## config.mk

```make
export PLATFORM = sky130hd
export DESIGN_NAME = modem_response_tokenizer_unit
export DESIGN_NICKNAME = d
export VERILOG_FILES = /design/src/rtl/mrt_pkg.sv /design/src/rtl/modem_response_tokenizer_unit.sv /design/src/rtl/mrt_classify.sv
export SDC_FILE = /design/constraint.sdc
export NUM_CORES = 1
export LEC_CHECK = 0
export ABC_AREA = 1
export BUFFER_PORTS_ARGS = -buffer_cell sky130_fd_sc_hd__buf_2
export CORE_MARGIN = 5
export CORE_UTILIZATION = 59
export DETAILED_ROUTE_END_ITERATION = 16
export GPL_TIMING_DRIVEN = 0
export PLACE_DENSITY = 0.8
export SKIP_CTS_REPAIR_TIMING = 1
export SYNTH_ARGS = -nofsm -noshare
export SYNTH_HDL_FRONTEND = slang
export SYNTH_HIERARCHICAL = 1
export SYNTH_SLANG_ARGS = --single-unit
```

## constraint.sdc

```tcl
create_clock -name aclk -period 3 [get_ports aclk]
set_input_delay 0.6 -clock aclk [delete_from_list [all_inputs] [get_ports aclk]]
set_output_delay 0.6 -clock aclk [all_outputs]
set_load 0.02 [all_outputs]
```

## src/rtl/mrt_pkg.sv

```systemverilog
// Shared types and constants for the modem response tokenizer.
// No dependencies; used by mrt_classify and modem_response_tokenizer_unit.

package mrt_pkg;

    // Capacity of the pending token byte store.
    localparam int TOKEN_STORE_BYTES = 512;
    localparam int COUNT_W           = $clog2(TOKEN_STORE_BYTES + 1);
    localparam int TOKEN_LEN_W       = 10;

    // Characters that mark token boundaries.
    localparam logic [7:0] CH_CR  = 8'h0D;
    localparam logic [7:0] CH_LF  = 8'h0A;
    localparam logic [7:0] CH_GT  = 8'h3E;
    localparam logic [7:0] CH_SP  = 8'h20;
    localparam logic [7:0] CH_DEL = 8'h7F;

    // Bytes an echo or an SMS body leaves pending after it completes.
    localparam logic [COUNT_W-1:0] KEEP_ECHO = COUNT_W'(1);
    localparam logic [COUNT_W-1:0] KEEP_SMS  = COUNT_W'(2);

    typedef enum logic [2:0] {
        KIND_ECHO    = 3'd0,
        KIND_RESP    = 3'd1,
        KIND_DATA    = 3'd2,
        KIND_SMSBODY = 3'd3,
        KIND_PROMPT  = 3'd4
    } token_kind_t;

    // Tokenizer state carried from one item to the next.
    typedef struct packed {
        logic [7:0]         previous_byte;
        logic               after_blank_crlf;
        logic               only_control_seen;
        logic               sms_prompt_open;
        logic [COUNT_W-1:0] pending_count;
    } tok_state_t;

    // Result of one item.
    typedef struct packed {
        logic                   token_ready;
        token_kind_t            token_kind;
        logic [TOKEN_LEN_W-1:0] token_length;
        logic                   byte_dropped;
    } tok_result_t;

endpackage

```

## src/rtl/modem_response_tokenizer_unit.sv

```systemverilog
// Modem response tokenizer: classifies token boundaries in a modem byte stream.
// Uses mrt_pkg for types and constants and instantiates mrt_classify.
//
// Usage:
//   The slave channel takes one received modem byte per item on s_axis_tdata.
//   For every byte the master channel gives exactly one result item: a
//   token-complete flag and the token kind on m_axis_tuser, and the token
//   length and a store-overflow flag on m_axis_tdata.
//   A byte waits in an input register; the classifier updates the
//   tokenizer state as the byte moves into the result register, which
//   then offers the result item.
//   Throughput is one item per cycle while the receiver does not stall: the state
//   update is a single pass of compares, flag logic, one add and one subtract between the two registers.
//   When the receiver stalls, the result register holds its item and the
//   input register still takes one more byte; after that s_axis_tready
//   drops until the result is taken.
//   Reset (aresetn low at a clock edge) empties both registers, clears the
//   previous byte, the pending count and the CR LF and prompt flags, and
//   sets the only-control flag.

module modem_response_tokenizer_unit (
    input  logic        aclk,
    input  logic        aresetn,
    input  logic        s_axis_tvalid,
    output logic        s_axis_tready,
    input  logic [7:0]  s_axis_tdata,   // [7:0] rx_byte
    output logic        m_axis_tvalid,
    input  logic        m_axis_tready,
    output logic [15:0] m_axis_tdata,   // [9:0] token_length, [10] byte_dropped, zero above
    output logic [3:0]  m_axis_tuser    // [0] token_ready, [3:1] token_kind
);

    logic                 in_valid_reg;
    logic [7:0]           in_byte_reg;
    logic                 out_valid_reg;
    mrt_pkg::tok_result_t out_result_reg;
    mrt_pkg::tok_state_t  state_reg;
    mrt_pkg::tok_state_t  state_next;
    mrt_pkg::tok_result_t result_next;
    logic                 advance;

    // The held byte moves on when the result register is free or being emptied.
    assign advance       = in_valid_reg && (!out_valid_reg || m_axis_tready);
    assign s_axis_tready = !in_valid_reg || advance;

    mrt_classify u_classify (
        .rx_byte    (in_byte_reg),
        .state_cur  (state_reg),
        .state_next (state_next),
        .result     (result_next)
    );

    // Input register.
    always_ff @(posedge aclk) begin
        if (!aresetn) begin
            in_valid_reg <= 1'b0;
        end else if (s_axis_tready) begin
            in_valid_reg <= s_axis_tvalid;
        end
    end

    always_ff @(posedge aclk) begin
        if (s_axis_tready && s_axis_tvalid) begin
            in_byte_reg <= s_axis_tdata;
        end
    end

    // Tokenizer state, updated once per item.
    always_ff @(posedge aclk) begin
        if (!aresetn) begin
            state_reg.previous_byte     <= '0;
            state_reg.after_blank_crlf  <= 1'b0;
            state_reg.only_control_seen <= 1'b1;
            state_reg.sms_prompt_open   <= 1'b0;
            state_reg.pending_count     <= '0;
        end else if (advance) begin
            state_reg <= state_next;
        end
    end

    // Result register.
    always_ff @(posedge aclk) begin
        if (!aresetn) begin
            out_valid_reg <= 1'b0;
        end else if (advance) begin
            out_valid_reg <= 1'b1;
        end else if (m_axis_tready) begin
            out_valid_reg <= 1'b0;
        end
    end

    always_ff @(posedge aclk) begin
        if (advance) begin
            out_result_reg <= result_next;
        end
    end

    // Output packing.
    assign m_axis_tvalid = out_valid_reg;
    assign m_axis_tuser  = {out_result_reg.token_kind, out_result_reg.token_ready};
    assign m_axis_tdata  = {5'b0, out_result_reg.byte_dropped, out_result_reg.token_length};

endmodule

```

## src/rtl/mrt_classify.sv

```systemverilog
// Combinational classifier: next tokenizer state and result for one byte.
// Depends on mrt_pkg for the state and result types.

module mrt_classify (
    input  logic [7:0]          rx_byte,
    input  mrt_pkg::tok_state_t state_cur,
    output mrt_pkg::tok_state_t state_next,
    output mrt_pkg::tok_result_t result
);

    logic                        store_full;
    logic [mrt_pkg::COUNT_W-1:0] count_in;
    logic                        is_control;
    logic                        ocs;
    logic                        prev_cr;
    logic                        crlf;
    logic                        ready;
    mrt_pkg::token_kind_t        kind;
    logic [mrt_pkg::COUNT_W-1:0] keep;
    logic                        long_enough;

    // Count the byte into the pending store unless it is already full.
    assign store_full = (state_cur.pending_count >=
                         mrt_pkg::COUNT_W'(mrt_pkg::TOKEN_STORE_BYTES));
    assign count_in   = store_full ? state_cur.pending_count
                                   : state_cur.pending_count + mrt_pkg::COUNT_W'(1);

    // A byte that is not a control code (below 20h or DEL) clears the only-control flag before the rules apply.
    assign is_control = (rx_byte < 8'h20) || (rx_byte == mrt_pkg::CH_DEL);
    assign ocs        = state_cur.only_control_seen & is_control;

    assign prev_cr = (state_cur.previous_byte == mrt_pkg::CH_CR);
    assign crlf    = prev_cr && (rx_byte == mrt_pkg::CH_LF);

    // Token rules; the first match wins.
    always_comb begin
        ready = 1'b1;
        kind  = mrt_pkg::KIND_ECHO;
        priority if (prev_cr && !crlf && !state_cur.after_blank_crlf && !ocs) begin
            kind = mrt_pkg::KIND_ECHO;
        end else if (crlf && state_cur.after_blank_crlf) begin
            kind = mrt_pkg::KIND_RESP;
        end else if (crlf && !ocs && !state_cur.sms_prompt_open) begin
            kind = mrt_pkg::KIND_DATA;
        end else if (crlf && !ocs) begin
            kind = mrt_pkg::KIND_SMSBODY;
        end else if ((state_cur.previous_byte == mrt_pkg::CH_GT) &&
                     (rx_byte == mrt_pkg::CH_SP) && state_cur.after_blank_crlf) begin
            kind = mrt_pkg::KIND_PROMPT;
        end else begin
            ready = 1'b0;
        end
    end

    // Bytes that stay pending after the token.
    always_comb begin
        unique case (kind)
            mrt_pkg::KIND_ECHO:    keep = mrt_pkg::KEEP_ECHO;
            mrt_pkg::KIND_SMSBODY: keep = mrt_pkg::KEEP_SMS;
            default:               keep = '0;
        endcase
    end

    assign long_enough = (count_in > keep);

    // Result fields.
    always_comb begin
        result.token_ready  = ready;
        result.token_kind   = ready ? kind : mrt_pkg::KIND_ECHO;
        result.byte_dropped = store_full;
        if (ready && long_enough) begin
            result.token_length = mrt_pkg::TOKEN_LEN_W'(count_in - keep);
        end else begin
            result.token_length = '0;
        end
    end

    // Next state.
    always_comb begin
        state_next.previous_byte     = rx_byte;
        state_next.after_blank_crlf  = state_cur.after_blank_crlf;
        state_next.only_control_seen = ocs;
        state_next.sms_prompt_open   = state_cur.sms_prompt_open;
        state_next.pending_count     = count_in;
        if (ready) begin
            state_next.sms_prompt_open   = (kind == mrt_pkg::KIND_PROMPT);
            state_next.after_blank_crlf  = (kind == mrt_pkg::KIND_SMSBODY);
            state_next.only_control_seen = 1'b1;
            if (long_enough) begin
                state_next.pending_count = keep;
            end
        end else if (crlf && !state_cur.after_blank_crlf && ocs) begin
            // A blank CR LF opens the way for a response or a prompt.
            state_next.after_blank_crlf = 1'b1;
        end
    end

endmodule

```

Yosys cells after proc, flatten, opt, wreduce, memory -nomap -nowiden
Index checks and enable logic that the tools add are counted.
{"block": "totals", "mem_bits_rw": 0, "mem_count": 0, "in_bits": 12, "mem_bits_ro": 0, "regBits": 46, "latch_bits": 0}
{"block": "op_classes", "add_sub_neg": 2, "n_bitwise": 1, "muxes": 18, "div": 0, "n_shift": 0, "reduce_logical": 28, "n_lt_le_gt_ge": 3, "n_mul": 0, "eq_ne": 7}
{"operator": "2-to-1 mux 10 bit", "n": 2}
{"operator": "== test 8 x 4 -> 1 bit (second input constant)", "n": 2}
{"operator": "== test 8 x 6 -> 1 bit (second input constant)", "n": 2}
{"operator": "2-to-1 mux 3 bit", "n": 5}
{"operator": "logical AND 1 bit", "n": 14}
{"operator": "2-to-1 mux 12 bit", "n": 1}
{"operator": "adder 10 x 1 -> 10 bit (second input constant)", "n": 1}
{"operator": "greater-or-equal comparator 10 bit (second input constant)", "n": 1}
{"operator": "greater-than comparator 10 x 2 -> 1 bit", "n": 1}
{"operator": "subtractor 10 x 2 -> 10 bit", "n": 1}
{"operator": "2-to-1 mux 1 bit", "n": 9}
{"operator": "== test 8 x 7 -> 1 bit (second input constant)", "n": 1}
{"operator": "less-than comparator 8 x 6 -> 1 bit (second input constant)", "n": 1}
{"operator": "logical NOT 1 bit", "n": 6}
{"operator": "one-hot mux 2 bit (2 select lines)", "n": 1}
{"operator": "AND reduction 2 bit", "n": 2}
{"operator": "nonzero test 2 bit", "n": 2}
{"operator": "== test 3 x 2 -> 1 bit (second input constant)", "n": 1}
{"operator": "== test 3 bit (second input constant)", "n": 1}
{"operator": "logical NOT 3 bit", "n": 1}
{"operator": "logical OR 1 bit", "n": 3}
{"operator": "bitwise AND 1 bit", "n": 1}

Logic depth before layout (Yosys ltp)
{"block": "depth", "depth_word": 14, "depth_mapped": 24, "mapped_depth_nobuf": 24}

By module
The synthesis kept the hierarchy.
{"module": "modem_response_tokenizer_unit", "cells_each": 177, "area_each_um2": 1801.7, "seq_area_each_um2": 1151.1, "instances": 1}
{"module": "mrt_classify", "cells_each": 246, "area_each_um2": 1168.6, "seq_area_each_um2": 0.0, "instances": 1}

Least setup slack after synthesis
OpenSTA, ideal clock, no wires.
{"block": "synth_timing", "path_type": "flip-flop to flip-flop", "start": "register in_byte_reg[7]", "end": "register state_reg[0] (netlist bit)", "arrival_time_ns": 2.606, "path_buffers": 1, "t_required_ns": 2.936, "stages_incl_launch_ff": 22, "slack_ns": 0.330, "cell_sequence": "edfxtp_1 nor2_2 nand2_2 inv_1 nand3_1 nor2_2 nand2_2 o21ai_0 nand2_1 fa_1 nand2_1 nand3_1 nor2_1 nand3_2 nand2_2 buf_6 nand2_1 nand2_1 inv_1 nand3_1 nand2_1 nor2_1"}
{"element": "start, declared", "line_no": "modem_response_tokenizer_unit.sv:34", "rtl": "logic [7:0] in_byte_reg;"}
{"element": "start signal, assigned", "line_no": "modem_response_tokenizer_unit.sv:64", "rtl": "in_byte_reg <= s_axis_tdata;"}
{"element": "end signal, assigned", "line_no": "modem_response_tokenizer_unit.sv:77", "rtl": "state_reg <= state_next;"}
{"element": "end, declared", "line_no": "modem_response_tokenizer_unit.sv:37", "rtl": "mrt_pkg::tok_state_t state_reg;"}

Worst setup path after layout
{"block": "layout_timing", "start": "register in_byte_reg[6]", "end": "register out_result_reg (netlist bit m_axis_tdata[7]) (data pin)"}
{"block": "layout_between", "elab_chain_len": 13, "elab_cells_between_ends": 33, "cone_classes": "add/sub (1); order compare (2); eq/ne (4); mux (11); bitwise (1); reduce/logical (14)"}
{"element": "less-than comparator 8 x 6 -> 1 bit or == test 8 x 7 -> 1 bit (tied branches)", "line_no": "mrt_classify.sv:29", "rtl": "assign is_control = (rx_byte < 8'h20) || (rx_byte == mrt_pkg::CH_DEL);"}
{"element": "logical OR 1 bit", "line_no": "mrt_classify.sv:29"}
{"element": "bitwise AND 1 bit", "line_no": "mrt_classify.sv:30", "rtl": "assign ocs = state_cur.only_control_seen & is_control;"}
{"element": "logical NOT 1 bit", "line_no": "mrt_classify.sv:39, mrt_classify.sv:43, mrt_classify.sv:45"}
{"element": "logical AND 1 bit", "line_no": "mrt_classify.sv:43, mrt_classify.sv:45"}
{"element": "2-to-1 mux 3 bit or logical AND 1 bit (tied branches)", "line_no": "mrt_classify.sv:45, mrt_classify.sv:43"}
{"element": "2-to-1 mux 3 bit", "line_no": "mrt_classify.sv:43", "rtl": "end else if (crlf && !ocs && !state_cur.sms_prompt_open) begin"}
{"element": "2-to-1 mux 3 bit", "line_no": "mrt_classify.sv:41", "rtl": "end else if (crlf && state_cur.after_blank_crlf) begin"}
{"element": "2-to-1 mux 3 bit", "line_no": "mrt_classify.sv:39", "rtl": "priority if (prev_cr && !crlf && !state_cur.after_blank_crlf && !ocs) begin"}
{"element": "== test 3 x 2 -> 1 bit or logical NOT 3 bit (tied branches)", "line_no": "mrt_classify.sv:57", "rtl": "unique case (kind)"}
{"element": "one-hot mux 2 bit (2 select lines)", "line_no": "mrt_classify.sv:57"}
{"element": "greater-than comparator 10 x 2 -> 1 bit", "line_no": "mrt_classify.sv:64", "rtl": "assign long_enough = (count_in > keep);"}
{"element": "logical AND 1 bit", "line_no": "mrt_classify.sv:71", "rtl": "if (ready && long_enough) begin"}
{"element": "end signal, assigned", "line_no": "modem_response_tokenizer_unit.sv:94", "rtl": "out_result_reg <= result_next;"}
{"element": "end, declared", "line_no": "modem_response_tokenizer_unit.sv:36", "rtl": "mrt_pkg::tok_result_t out_result_reg;"}
Several ways; a longest one is shown, not always the timed one.
A chain may end at the register's enable or synchronous reset.

==> impl_metrics.tcl <==
set metrics [dict create \
    status "complete, no violations" \
    ys_async_sr_fraction_pct 0 \
    routed.top_layer "met4" \
    clockRootBuffer "clkbuf_8" \
    yosys-top-cells-area "edfxtp_1 (23%), dfxtp_1 (16%), nand2_1 (12%), nor2_1 (9.1%), inv_1 (8.1%)" \
    ant_nets 0 \
    startpoint_type "flip-flop" \
    r2r-start "in_byte_reg[6]$_DFFE_PP_" \
    synth_area_leader_cell "edfxtp_1" \
    grt_overflow 0 \
    synthDistinctLibCells 29 \
    antenna_found_initial 0 \
    tightest_slew_ns 0.902 \
    htreeDepth 2 \
    path_clk_slew_ns 0.08 \
    netlist_area_sq_um 2970 \
    slew-limit-headroom_pct 39.2 \
    met2_length_um 2930 \
    crit_start "in_byte_reg[6]$_DFFE_PP_" \
    fin_hold_ws_ns 0.474 \
    die-area_sq_um 6550 \
    max_freq_ghz 0.347 \
    layout.nets 491 \
    die_x_um 81.0 \
    grt_max_degree 16 \
    slew_violations 0 \
    diodes 0 \
    synthCells 423 \
    routed_wl_um 6540 \
    place_ws_ns -0.115 \
    yosysSeqAreaShare_pct 38.8 \
    ir_drop_uv 293 \
    hold_path_startpoint "s_axis_tdata[7]" \
    initialDrtViolationCount 186 \
    grt_pass1_wl_um 10900 \
    core-area_sq_um 4820 \
    gp_congestion 0.869 \
    arrival_ns 2.94 \
    grt_pass1_vias 2480 \
    period_share_pct 96.2 \
    die-height_um 81.0 \
    routed_via_density 5.06 \
    crit_fanout 9 \
    wl_met1_um 3100 \
    skew_ns 0.00570 \
    num_rows 25 \
    route.detailed.drc 0 \
    critical_path.max_stage_delay_ns 0.43 \
    track_usage_pct 21.1 \
    finalSetupViolations 0 \
    insertion_delay_ns 0.30 \
    fin_crit_ns 2.89 \
    synthFlopType "edfxtp_1" \
    io_buffers 28 \
    cp_num_buf_inv 4 \
    cp_top_family "simple AND/OR/NAND/NOR gates" \
    cts_tree "built" \
    fillers 393 \
    dp_hpwl_um 4720 \
    p_leak_nw 1.65 \
    hold_viol 0 \
    cp.required_ns 3.06 \
    power.density_nw_per_um2 411 \
    via_count 2745 \
    ioPinCount 34 \
    area_delta_synth_final_pct 16.7 \
    yosysWarnings 6 \
    drive_above_1_share_pct 24.2 \
    crit_type "reg -> reg" \
    clockBufferDepth 2 \
    synth_top_area_share_pct 23.3 \
    wl_met3_um 419 \
    layout_setup_ws_ns 0.114 \
    largest_reg_flops 21 \
    start_util_pct 61.7 \
    end_kind "flip-flop" \
    post_drt_wl_per_cell_um 12.1 \
    ys_ff_latch 46 \
    cts_num_sinks 46 \
    drv_cap 0 \
    synth-edff-count 23 \
    cts_buffers 5 \
    hold_path_class "in -> reg" \
    cp_cell_sequence "buf_4 > nand2_1 > nor2_2 > nand2_1 > nand2_2 > nand2_4 > nand2_4 > nand2_4 > nor2_4 > ha_2 > inv_2 > fa_2 > nand2_1 > nand3_1 > nor2_2 > nand3_2 > nand2_2 > buf_6 > buf_4 > nor2_1" \
    first_pass_iters 5 \
    crit_slowest_cell "edfxtp_1" \
    synth_area_per_cell_sq_um 7.02 \
]
## report_power, final
group          total [W]  internal (W)  switching [W]
sequential      0.000731      0.000696      0.0000346
combinational   0.000324      0.000130       0.000194
clock           0.000370      0.000162       0.000208
total            0.00142      0.000988       0.000436
## metal layers
layer  global-route usage (%)  vias to the layer above
li1                         -                     1398
met4                     6.08                        0
met2                     33.9                      107
met5                        0                        -
met3                     3.44                        9
met1                     29.3                     1231
## worst reg2reg max path: cells and delay by family (launching register included)
| family | cells | cell delay (ns) |
|---|---|---|
| buffers and inverters | 4 | 0.42 |
| adders and majority gates | 2 | 0.52 |
| and+or+nand+nor | 14 | 1.27 |
| DFF | 1 | 0.43 |
## Yosys cell counts (2+ instances only)
| library cell | count |
|---|---|
| o21ai_0 | 4 |
| inv_1 | 64 |
| nand3b_1 | 2 |
| edfxtp_1 | 23 |
| inv_2 | 2 |
| clkbuf_8 | 2 |
| nand4_1 | 4 |
| nor2_2 | 4 |
| nand3_1 | 45 |
| nand2_2 | 8 |
| xnor2_1 | 2 |
| nor3_1 | 3 |
| nor2_1 | 72 |
| nand2_1 | 97 |
| buf_6 | 4 |
| xor2_1 | 3 |
| a21oi_2 | 5 |
| ha_1 | 4 |
| a21oi_1 | 22 |
| dfxtp_1 | 23 |
| buf_4 | 21 |
| nor2_4 | 2 |
## placed cells by master, fill, tap and decap left out, types with 8 or more instances in the layout
| cell | netlist | routed |
|---|---|---|
| nand2_1 | 97 | 94 |
| nor2_1 | 72 | 67 |
| inv_1 | 64 | 61 |
| nand3_1 | 45 | 44 |
| buf_4 | 21 | 33 |
| buf_2 | 1 | 29 |
| edfxtp_1 | 23 | 23 |
| dfxtp_1 | 23 | 23 |
| a21oi_1 | 22 | 21 |
| nand2_2 | 8 | 8 |
## logic make-up (layout without fill, tap and decap cells)
logic type      Yosys count  count (layout)  share of synthesized area, %
other cells               1               5                         0.126
buf+inv                  95             143                          16.4
fa+ha+maj                 5               5                          2.36
compound gates           32              32                          6.11
xor+xnor                  5               5                          1.47
simple gates            239             239                          34.8
flops                    46              46                          38.8
## final timing paths
path	endpoint	slack (ns)	cells after the start
hold reg to reg	state_reg[10]$_SDFFE_PN0P_	0.51	2
setup reg to reg	m_axis_tdata[7]$_DFFE_PP_	0.11	20
hold / removal	in_byte_reg[7]$_DFFE_PP_	0.47	1
setup / recovery	m_axis_tdata[7]$_DFFE_PP_	0.11	20
## metrics by stage
step	power [W]	cells	area, sq um	utilization, %	TNS, ns
global route	0.00151	542	3470	72.0	-0.409
global placement	0.00102	522	3210	66.6	-0.0219
CTS	0.00140	530	3290	68.3	-0.361
detailed placement	0.00103	522	3210	66.6	-0.266
finish	0.00142	542	3470	72.0	0
floorplan	0.000964	427	2990	-	0
## layout make-up
cell class	count	area, sq um	share of cell area (%)
clock buffer	6	72.6	2.09
inverter	66	248	7.15
sequential	46	1150	33.2
multi-input combinational	286	1430	41.3
tap	67	83.8	2.42
clock inverter	2	10.0	0.289
buffer	29	239	6.89
timing repair buffer	40	230	6.64
Power figures use the tool's default switching activity.
